[config.mk]
export PLATFORM = sky130hd
export DESIGN_NAME = channel_scan_link_monitor_core
export DESIGN_NICKNAME = d
export VERILOG_FILES = /design/src/rtl/cslm_pkg.sv /design/src/rtl/channel_scan_link_monitor_core.sv
export SDC_FILE = /design/constraint.sdc
export NUM_CORES = 1
export LEC_CHECK = 0
export BUFFER_PORTS_ARGS = -buffer_cell sky130_fd_sc_hd__buf_2
export CORE_ASPECT_RATIO = 1.5
export CORE_MARGIN = 1.5
export CORE_UTILIZATION = 25
export DETAILED_ROUTE_END_ITERATION = 12
export SLEW_MARGIN = 15
export SYNTH_ARGS = -nofsm -noshare
export SYNTH_HDL_FRONTEND = slang
export SYNTH_SLANG_ARGS = --single-unit
[constraint.sdc]
create_clock -name clock -period 6.84 [get_ports clock]
set_clock_uncertainty 0.05 [all_clocks]
set_input_delay 0.684 -clock clock [delete_from_list [all_inputs] [get_ports clock]]
set_output_delay 0.684 -clock clock [all_outputs]
set_load 0.05 [all_outputs]
[src/rtl/cslm_pkg.sv]
// shared types and constants of the channel scan link monitor
`default_nettype none
package cslm_pkg;

   // channel ring
   localparam int NUM_CHANNELS = 13;
   localparam int HOP_IDX_W    = (NUM_CHANNELS > 1) ? $clog2(NUM_CHANNELS) : 1;
   localparam int CHAN_W       = 4;

   // field widths
   localparam int HOP_W   = 16;
   localparam int LOSS_W  = 20;
   localparam int CHECK_W = 16;
   localparam int SEQ_W   = 31;
   localparam int CSR_IDX_W  = 2;
   localparam int CSR_DATA_W = 20;

   // stream widths
   localparam int REQ_DATA_W = 32;
   localparam int REQ_USER_W = 4;
   localparam int RSP_DATA_W = 40;
   localparam int RSP_USER_W = 2;

   // register reset values
   localparam logic [HOP_W-1:0]   HOP_INTERVAL_RST = HOP_W'(300);
   localparam logic [LOSS_W-1:0]  LOSS_TIMEOUT_RST = LOSS_W'(40000);
   localparam logic [CHECK_W-1:0] CHECK_PERIOD_RST = CHECK_W'(5000);
   localparam logic [LOSS_W-1:0]  SINCE_MAX        = '1;

   // register indexes
   localparam logic [CSR_IDX_W-1:0] CSR_HOP_INTERVAL = 2'd0;
   localparam logic [CSR_IDX_W-1:0] CSR_LOSS_TIMEOUT = 2'd1;
   localparam logic [CSR_IDX_W-1:0] CSR_CHECK_PERIOD = 2'd2;

   // event kinds
   localparam logic [1:0] ACT_TICK   = 2'd0;
   localparam logic [1:0] ACT_PACKET = 2'd1;
   localparam logic [1:0] ACT_RESET  = 2'd2;

   // sequence classes
   localparam logic [1:0] SEQ_NONE     = 2'd0;
   localparam logic [1:0] SEQ_IN_ORDER = 2'd1;
   localparam logic [1:0] SEQ_GAP      = 2'd2;
   localparam logic [1:0] SEQ_REPEAT   = 2'd3;

   // one result item
   typedef struct packed {
      logic             connected;
      logic             locked;
      logic [CHAN_W-1:0] channel;
      logic [1:0]       seq_status;
      logic [SEQ_W-1:0] missed_count;
   } result_type;

endpackage
`default_nettype wire

[src/rtl/channel_scan_link_monitor_core.sv]
// link monitor top level: channel scan, lock, loss timeout and sequence checks
`default_nettype none
// Takes one event per transaction (a 1 ms tick, a packet arrival or a
// connection reset) and returns one result per event showing the link state
// after that event: connected, locked, current channel (index plus one) and
// the sequence class of the packet with its missed count. Every event is
// handled by the combinational update logic in front of the state registers,
// so one transaction is accepted every clock while the skid register is empty;
// the result is delivered from an output register, and a skid register keeps
// input ready while one result waits at the output. Configuration writes are
// taken every cycle and should only be issued while no events are in flight.
module channel_scan_link_monitor_core (
   input  wire logic clock,
   input  wire logic reset,
   // event channel
   input  wire logic                               req_tvalid,
   output logic                                    req_tready,
   input  wire logic [cslm_pkg::REQ_DATA_W-1:0]    req_tdata,  // seq_number[30:0], zero[31]
   input  wire logic [cslm_pkg::REQ_USER_W-1:0]    req_tuser,  // action[1:0], payload_ok[2], seq_present[3]
   // result channel
   output logic                                    rsp_tvalid,
   input  wire logic                               rsp_tready,
   output logic [cslm_pkg::RSP_DATA_W-1:0]         rsp_tdata,  // connected[0], locked[1], channel[5:2], missed_count[36:6], zero[39:37]
   output logic [cslm_pkg::RSP_USER_W-1:0]         rsp_tuser,  // seq_status[1:0]
   // configuration write channel
   input  wire logic                               csr_valid,
   output logic                                    csr_ready,
   input  wire logic [cslm_pkg::CSR_IDX_W-1:0]     csr_index,
   input  wire logic [cslm_pkg::CSR_DATA_W-1:0]    csr_wdata
);

   // configuration registers
   logic [cslm_pkg::HOP_W-1:0]   hop_interval_ff;
   logic [cslm_pkg::LOSS_W-1:0]  loss_timeout_ff;
   logic [cslm_pkg::CHECK_W-1:0] check_period_ff;

   // monitor state
   logic [cslm_pkg::HOP_IDX_W-1:0] hop_index_ff,   hop_index_in;
   logic [cslm_pkg::HOP_W-1:0]     hop_timer_ff,   hop_timer_in;
   logic [cslm_pkg::CHECK_W-1:0]   check_timer_ff, check_timer_in;
   logic [cslm_pkg::LOSS_W-1:0]    since_ff,       since_in;
   logic                           ever_ff,        ever_in;
   logic                           link_ff,        link_in;
   logic                           lock_ff,        lock_in;
   logic                           seq_seen_ff,    seq_seen_in;
   logic [cslm_pkg::SEQ_W-1:0]     last_seq_ff,    last_seq_in;

   // output register and skid
   cslm_pkg::result_type out_ff, out_in, skid_ff, skid_in, res;
   logic out_valid_ff, out_valid_in, skid_valid_ff, skid_valid_in;

   // input fields
   logic [1:0]                 action;
   logic                       payload_ok;
   logic                       seq_present;
   logic [cslm_pkg::SEQ_W-1:0] seq_number;

   // tick helpers
   logic [cslm_pkg::LOSS_W-1:0]  since_tick;
   logic [cslm_pkg::HOP_W-1:0]   hop_inc;
   logic [cslm_pkg::CHECK_W-1:0] check_inc;
   logic [cslm_pkg::HOP_IDX_W-1:0] hop_next_idx;

   // sequence helpers
   logic [cslm_pkg::SEQ_W:0]   seq_expected;
   logic [cslm_pkg::SEQ_W:0]   seq_ext;
   logic [cslm_pkg::SEQ_W:0]   seq_diff;
   logic [1:0]                 status;
   logic [cslm_pkg::SEQ_W-1:0] missed;

   logic accept, take;

   assign action      = req_tuser[1:0];
   assign payload_ok  = req_tuser[2];
   assign seq_present = req_tuser[3];
   assign seq_number  = req_tdata[cslm_pkg::SEQ_W-1:0];

   assign req_tready = ~skid_valid_ff;
   assign csr_ready  = 1'b1;
   assign accept     = req_tvalid & req_tready;
   assign take       = out_valid_ff & rsp_tready;

   // configuration writes
   always_ff @(posedge clock) begin
      if (reset) begin
         hop_interval_ff <= cslm_pkg::HOP_INTERVAL_RST;
         loss_timeout_ff <= cslm_pkg::LOSS_TIMEOUT_RST;
         check_period_ff <= cslm_pkg::CHECK_PERIOD_RST;
      end else if (csr_valid) begin
         unique case (csr_index)
            cslm_pkg::CSR_HOP_INTERVAL: hop_interval_ff <= csr_wdata[cslm_pkg::HOP_W-1:0];
            cslm_pkg::CSR_LOSS_TIMEOUT: loss_timeout_ff <= csr_wdata[cslm_pkg::LOSS_W-1:0];
            cslm_pkg::CSR_CHECK_PERIOD: check_period_ff <= csr_wdata[cslm_pkg::CHECK_W-1:0];
            default: ;
         endcase
      end
   end

   // tick arithmetic
   always_comb begin
      since_tick = (since_ff != cslm_pkg::SINCE_MAX) ? since_ff + 1'b1 : since_ff;
      hop_inc    = hop_timer_ff + 1'b1;
      check_inc  = check_timer_ff + 1'b1;
      if (hop_index_ff == cslm_pkg::HOP_IDX_W'(cslm_pkg::NUM_CHANNELS - 1)) begin
         hop_next_idx = '0;
      end else begin
         hop_next_idx = hop_index_ff + 1'b1;
      end
   end

   // sequence classification
   always_comb begin
      seq_expected = {1'b0, last_seq_ff} + 1'b1;
      seq_ext      = {1'b0, seq_number};
      seq_diff     = seq_ext - seq_expected;
      if (!seq_seen_ff) begin
         status = cslm_pkg::SEQ_NONE;
         missed = '0;
      end else if (seq_ext == seq_expected) begin
         status = cslm_pkg::SEQ_IN_ORDER;
         missed = '0;
      end else if (seq_ext > seq_expected) begin
         status = cslm_pkg::SEQ_GAP;
         missed = seq_diff[cslm_pkg::SEQ_W-1:0];
      end else begin
         status = cslm_pkg::SEQ_REPEAT;
         missed = '0;
      end
   end

   // event update
   always_comb begin
      hop_index_in   = hop_index_ff;
      hop_timer_in   = hop_timer_ff;
      check_timer_in = check_timer_ff;
      since_in       = since_ff;
      ever_in        = ever_ff;
      link_in        = link_ff;
      lock_in        = lock_ff;
      seq_seen_in    = seq_seen_ff;
      last_seq_in    = last_seq_ff;
      res.seq_status   = cslm_pkg::SEQ_NONE;
      res.missed_count = '0;

      unique case (action)
         cslm_pkg::ACT_TICK: begin
            since_in = since_tick;
            // hop timer and channel scan
            if (hop_inc >= hop_interval_ff) begin
               hop_timer_in = '0;
               if (!lock_ff) begin
                  hop_index_in = hop_next_idx;
               end
            end else begin
               hop_timer_in = hop_inc;
            end
            // periodic loss check
            if (check_inc >= check_period_ff) begin
               check_timer_in = '0;
               if (ever_ff && link_ff && (since_tick > loss_timeout_ff)) begin
                  link_in = 1'b0;
                  lock_in = 1'b0;
               end
            end else begin
               check_timer_in = check_inc;
            end
         end
         cslm_pkg::ACT_PACKET: begin
            if (payload_ok) begin
               if (seq_present) begin
                  res.seq_status   = status;
                  res.missed_count = missed;
                  last_seq_in      = seq_number;
                  seq_seen_in      = 1'b1;
               end
               since_in = '0;
               ever_in  = 1'b1;
               if (!link_ff) begin
                  link_in = 1'b1;
                  lock_in = 1'b1;
               end
            end
         end
         cslm_pkg::ACT_RESET: begin
            since_in = '0;
            ever_in  = 1'b0;
            link_in  = 1'b0;
         end
         default: ;
      endcase

      res.connected = link_in;
      res.locked    = lock_in;
      res.channel   = cslm_pkg::CHAN_W'({{(cslm_pkg::CHAN_W + 1){1'b0}}, hop_index_in} + 1'b1);
   end

   // state registers
   always_ff @(posedge clock) begin
      if (reset) begin
         hop_index_ff   <= '0;
         hop_timer_ff   <= '0;
         check_timer_ff <= '0;
         since_ff       <= '0;
         ever_ff        <= 1'b0;
         link_ff        <= 1'b0;
         lock_ff        <= 1'b0;
         seq_seen_ff    <= 1'b0;
         last_seq_ff    <= '0;
      end else if (accept) begin
         hop_index_ff   <= hop_index_in;
         hop_timer_ff   <= hop_timer_in;
         check_timer_ff <= check_timer_in;
         since_ff       <= since_in;
         ever_ff        <= ever_in;
         link_ff        <= link_in;
         lock_ff        <= lock_in;
         seq_seen_ff    <= seq_seen_in;
         last_seq_ff    <= last_seq_in;
      end
   end

   // output register and skid control
   always_comb begin
      out_in        = out_ff;
      skid_in       = skid_ff;
      out_valid_in  = out_valid_ff;
      skid_valid_in = skid_valid_ff;
      if (skid_valid_ff) begin
         if (take) begin
            out_in        = skid_ff;
            skid_valid_in = 1'b0;
         end
      end else if (accept) begin
         if (!out_valid_ff || take) begin
            out_in       = res;
            out_valid_in = 1'b1;
         end else begin
            skid_in       = res;
            skid_valid_in = 1'b1;
         end
      end else if (take) begin
         out_valid_in = 1'b0;
      end
   end

   always_ff @(posedge clock) begin
      if (reset) begin
         out_valid_ff  <= 1'b0;
         skid_valid_ff <= 1'b0;
      end else begin
         out_valid_ff  <= out_valid_in;
         skid_valid_ff <= skid_valid_in;
      end
   end

   // result payload
   always_ff @(posedge clock) begin
      out_ff  <= out_in;
      skid_ff <= skid_in;
   end

   assign rsp_tvalid = out_valid_ff;
   assign rsp_tuser  = out_ff.seq_status;
   assign rsp_tdata  = {3'b000, out_ff.missed_count, out_ff.channel,
                        out_ff.locked, out_ff.connected};

endmodule
`default_nettype wire

==> results.txt <==
----------------------------------------------------
[Timing]
  Relative max-transition margin ... 0.245
  Count of final hold-check violations ... 0
  Time the worst path needs with I/O delays and setup ... 4900 ps
  Worst-case setup margin in the final layout ... ~1900 ps
  Final period util ... 0.716
  Final Slew Violations ... 0
  Unrepaired setup endpoints after global routing ... no
  Actual transition at the worst max-transition pin ... roughly 1100 ps
  Final Setup Violations ... 0
  Final sum of negative setup slack ... 0 ps
  Maximum operating frequency ... ~200 MHz

[Min path]
  Class of the worst hold path ... in -> reg

[Critical path]
  Delay of the slowest cell on the worst path ... a little under 600 ps
  Maximum fanout encountered on the critical timing path ... 42
  Cells along the critical path ... nand4_2 > nor4_4 > and3_1 > xnor2_1 > ha_1 > nand4_1 > or4_1 > o31ai_1 > o21ai_0 > a21o_2 > buf_4 > o31ai_1
  Largest delay share family, worst path ... simple AND/OR/NAND/NOR gates
  Kind of capture point of the worst setup path ... flop
  Slowest cell on crit path ... sky130_fd_sc_hd__or4_1
  Worst Setup Path Type ... reg -> reg
  Most prevalent standard cell on the critical path ... sky130_fd_sc_hd__o31ai_1
  Startpoint types ... flop
  Crit path DAT ... about 5200 ps
  Worst endpoint required time ... 7150 ps
  Worst path bufs/invs ... 1

[Die]
  Initial Utilization ... 0.253
  Vertical extent of the die ... 283 microns
  Core Box Area ... ~52000 sq um
  Number of rows created at floorplan ... 102
  Die width ... about 190 microns
  I/O Pins ... 108
  Die Area ... 53600 sq um

[Final layout]
  Commonest cells after routing, fill and taps aside ... sky130_fd_sc_hd__nand2_1 (265), sky130_fd_sc_hd__a21oi_1 (155), sky130_fd_sc_hd__dfxtp_1 (144)
  Layout area overhead ... 15.5%
  Most common cell after layout, fill and taps aside ... sky130_fd_sc_hd__nand2_1
  Share of final-layout standard cells stronger than drive strength 1 ... 0.113
  Nets ... 1764
  Number of filler instances in the final layout ... approximately 5500

[Yosys]
  Synthesis Warnings ... 0
  Async S/R FF share, synth ... 0
  Synth Instances ... ~1500
  Part of the Yosys area used for sequential elements ... 0.402
  Post-synth EDFFs ... just under 80
  Summed instance area of the synthesized netlist ... about 13000 sq um
  Yosys cell types ... 68
  Register bit total from synthesis ... 223
  Synthesized area divided by synthesized cell count ... 8.50 sq um
  Most frequently used flop master after synthesis ... sky130_fd_sc_hd__dfxtp_1

[Pwr]
  Maximum vdd ir drop ... approximately 200 uV
  Leakage power total ... 0.00571 uW
  Power per cell area ... roughly 220 nW/um^2

[Global route]
  First-pass GRT wire length ... 55900 microns
  Overflow left after global routing ... 0
  Number of antenna violations at the first check in global routing ... 2
  Vias in the first global route ... between 10000 and 15000
  Largest net degree at the start of global routing ... 89
  Total global routing track utilization ... 0.130

[CTS]
  Hold-fix buffers at CTS ... 0
  Cts repair resizes ... 0
  Total number of H-tree levels ... 1
  Post-CTS clock slew at the launch and capture registers of the worst setup and hold paths ... 60 ps
  Number of buffers created by CTS ... 26
  Clock Latency Late Sink ... between 500 and 600 ps
  Clock tree sinks ... 223
  Clock tree from TritonCTS ... built
  Maximum root-to-sink buffer count ... 3
  Clk Tree Root Cell ... sky130_fd_sc_hd__clkbuf_16
  Post-CTS setup buffer count ... 0

[Status]
  Outcome ... complete, no violations

[Placed design]
  Count of buffers inserted at the top-level ports ... about 100
  Post-DP HPWL ... 26800 microns
  Worst setup slack after placement ... 1850 ps
  Placer's final routability congestion estimate ... approximately 0.9

[Drt]
  Number of optimization iterations in the first detailed-route pass ... 5
  Wire length per cell after detailed routing ... roughly 15 microns
  Vias per Instance ... 4.77
  Routed Antenna Nets ... 0
  DR iter-0 viols ... between 500 and 600
  Via count ... around 11000
  Final routed wirelength across all metal layers ... 35600 microns
  # DRC ... 0

[Run]
  Count of maximum capacitance violations ... 0

----------------------------------------------------
## per-stage QoR
stage	instance area, sq um	util	total power [uW]	hold WS, ps	instances
CTS	15100	0.292	3310	291	2302
detailed placement	14200	0.276	1880	402	2254
finish	15100	0.292	3250	324	2303
floorplan	13100	-	1750	386	1536
global placement	14200	0.276	1870	395	2254
global route	15100	0.292	3400	304	2302
## logic make-up (layout without fill, tap and decap cells)
| group | after synthesis | in the layout | share of synthesized area |
|---|---|---|---|
| adders and majority gates | 95 | 95 | 0.0917 |
| buffers and inverters | 151 | 241 | 0.0460 |
| DFF | 223 | 223 | 0.402 |
| AOI/OAI and AO/OA | 369 | 369 | 0.173 |
| xor gates and xnor gates | 102 | 102 | 0.0685 |
| and+or+nand+nor | 576 | 576 | 0.204 |
| muxes | 16 | 16 | 0.0135 |
| other | 2 | 5 | 0.000576 |
## final timing paths
path | startpoint | to | slack [ps] | depth (start not counted)
worst max-delay path | last_seq_ff[5]$_SDFFE_PP0P_ | rsp_tdata[10]$_DFFE_PP_ | 1940 | 12
worst min register to register | loss_timeout_ff[4]$_SDFFE_PP0P_ | loss_timeout_ff[4]$_SDFFE_PP0P_ | 410 | 2
worst max register to register | last_seq_ff[5]$_SDFFE_PP0P_ | rsp_tdata[10]$_DFFE_PP_ | 1940 | 12
worst min-delay path | rsp_tready | skid_valid_ff$_SDFF_PP0_ | 320 | 2
## power by group
group	total (uW)	switching, uW	internal [uW]
logic	400	282	118
clock network	1400	576	828
registers	1450	28.1	1420
## cells in the mapped netlist, drive strengths merged, types with 2 or more instances
cell type	instances	area, sq um
a311oi	3	26.3
a211oi	7	52.6
ha	94	1180
mux2	13	146
dfxtp	145	2900
clkbuf	63	238
a21oi	156	781
a21o	14	105
a32o	8	80.1
o21a	6	45.0
a221oi	3	26.3
conb	2	7.51
or2	5	31.3
nor2	110	413
nor4	6	52.6
nor3b	3	22.5
and4	11	96.3
o31ai	31	253
nand2	266	998
o21bai	5	37.5
nand4	20	131
mux2i	3	30.0
inv	79	297
a31o	2	17.5
o2111ai	2	17.5
a211o	2	17.5
nand3b	19	143
xor2	64	561
a31oi	12	75.1
buf	9	66.3
xnor2	38	333
and3	24	150
o211ai	15	113
nand3	49	245
o21ai	77	385
or3	7	43.8
edfxtp	78	2340
nor3	21	105
and2	8	50.1
a2111oi	2	23.8
a22oi	9	67.6
a41oi	6	52.6
nand2b	10	62.6
or3b	2	17.5
nor2b	11	68.8
## per-layer routing
| metal | routed length [microns] | global-route usage |
|---|---|---|
| met5 | 7 | 0 |
| met4 | 1170 | 0.0507 |
| met3 | 1320 | 0.0168 |
| met2 | 18500 | 0.247 |
| met1 | 14600 | 0.145 |
## registers in the layout (all words and copies together), names as in the netlist, 2 cells and up
name	cells
loss_timeout_ff	20
check_period_ff	16
hop_interval_ff	16
check_timer_ff	16
hop_timer_ff	16
rsp_tdata	37
rsp_tuser	2
hop_index_ff	4
last_seq_ff	31
since_ff	20
skid_ff	39
## layout make-up
cell class                      instances  area [sq um]  share of cell area
Antenna cell                            1          2.50            0.000166
Clock buffer                           31           691              0.0458
Clock inverter                         17           154              0.0102
Inverter                               79           297              0.0197
Multi-Input combinational cell       1162          7230               0.480
Sequential cell                       223          5250               0.348
Tap cell                              676           846              0.0561
Timing Repair Buffer                  114           603              0.0400
No activity file was read; power rests on OpenSTA's default activity.
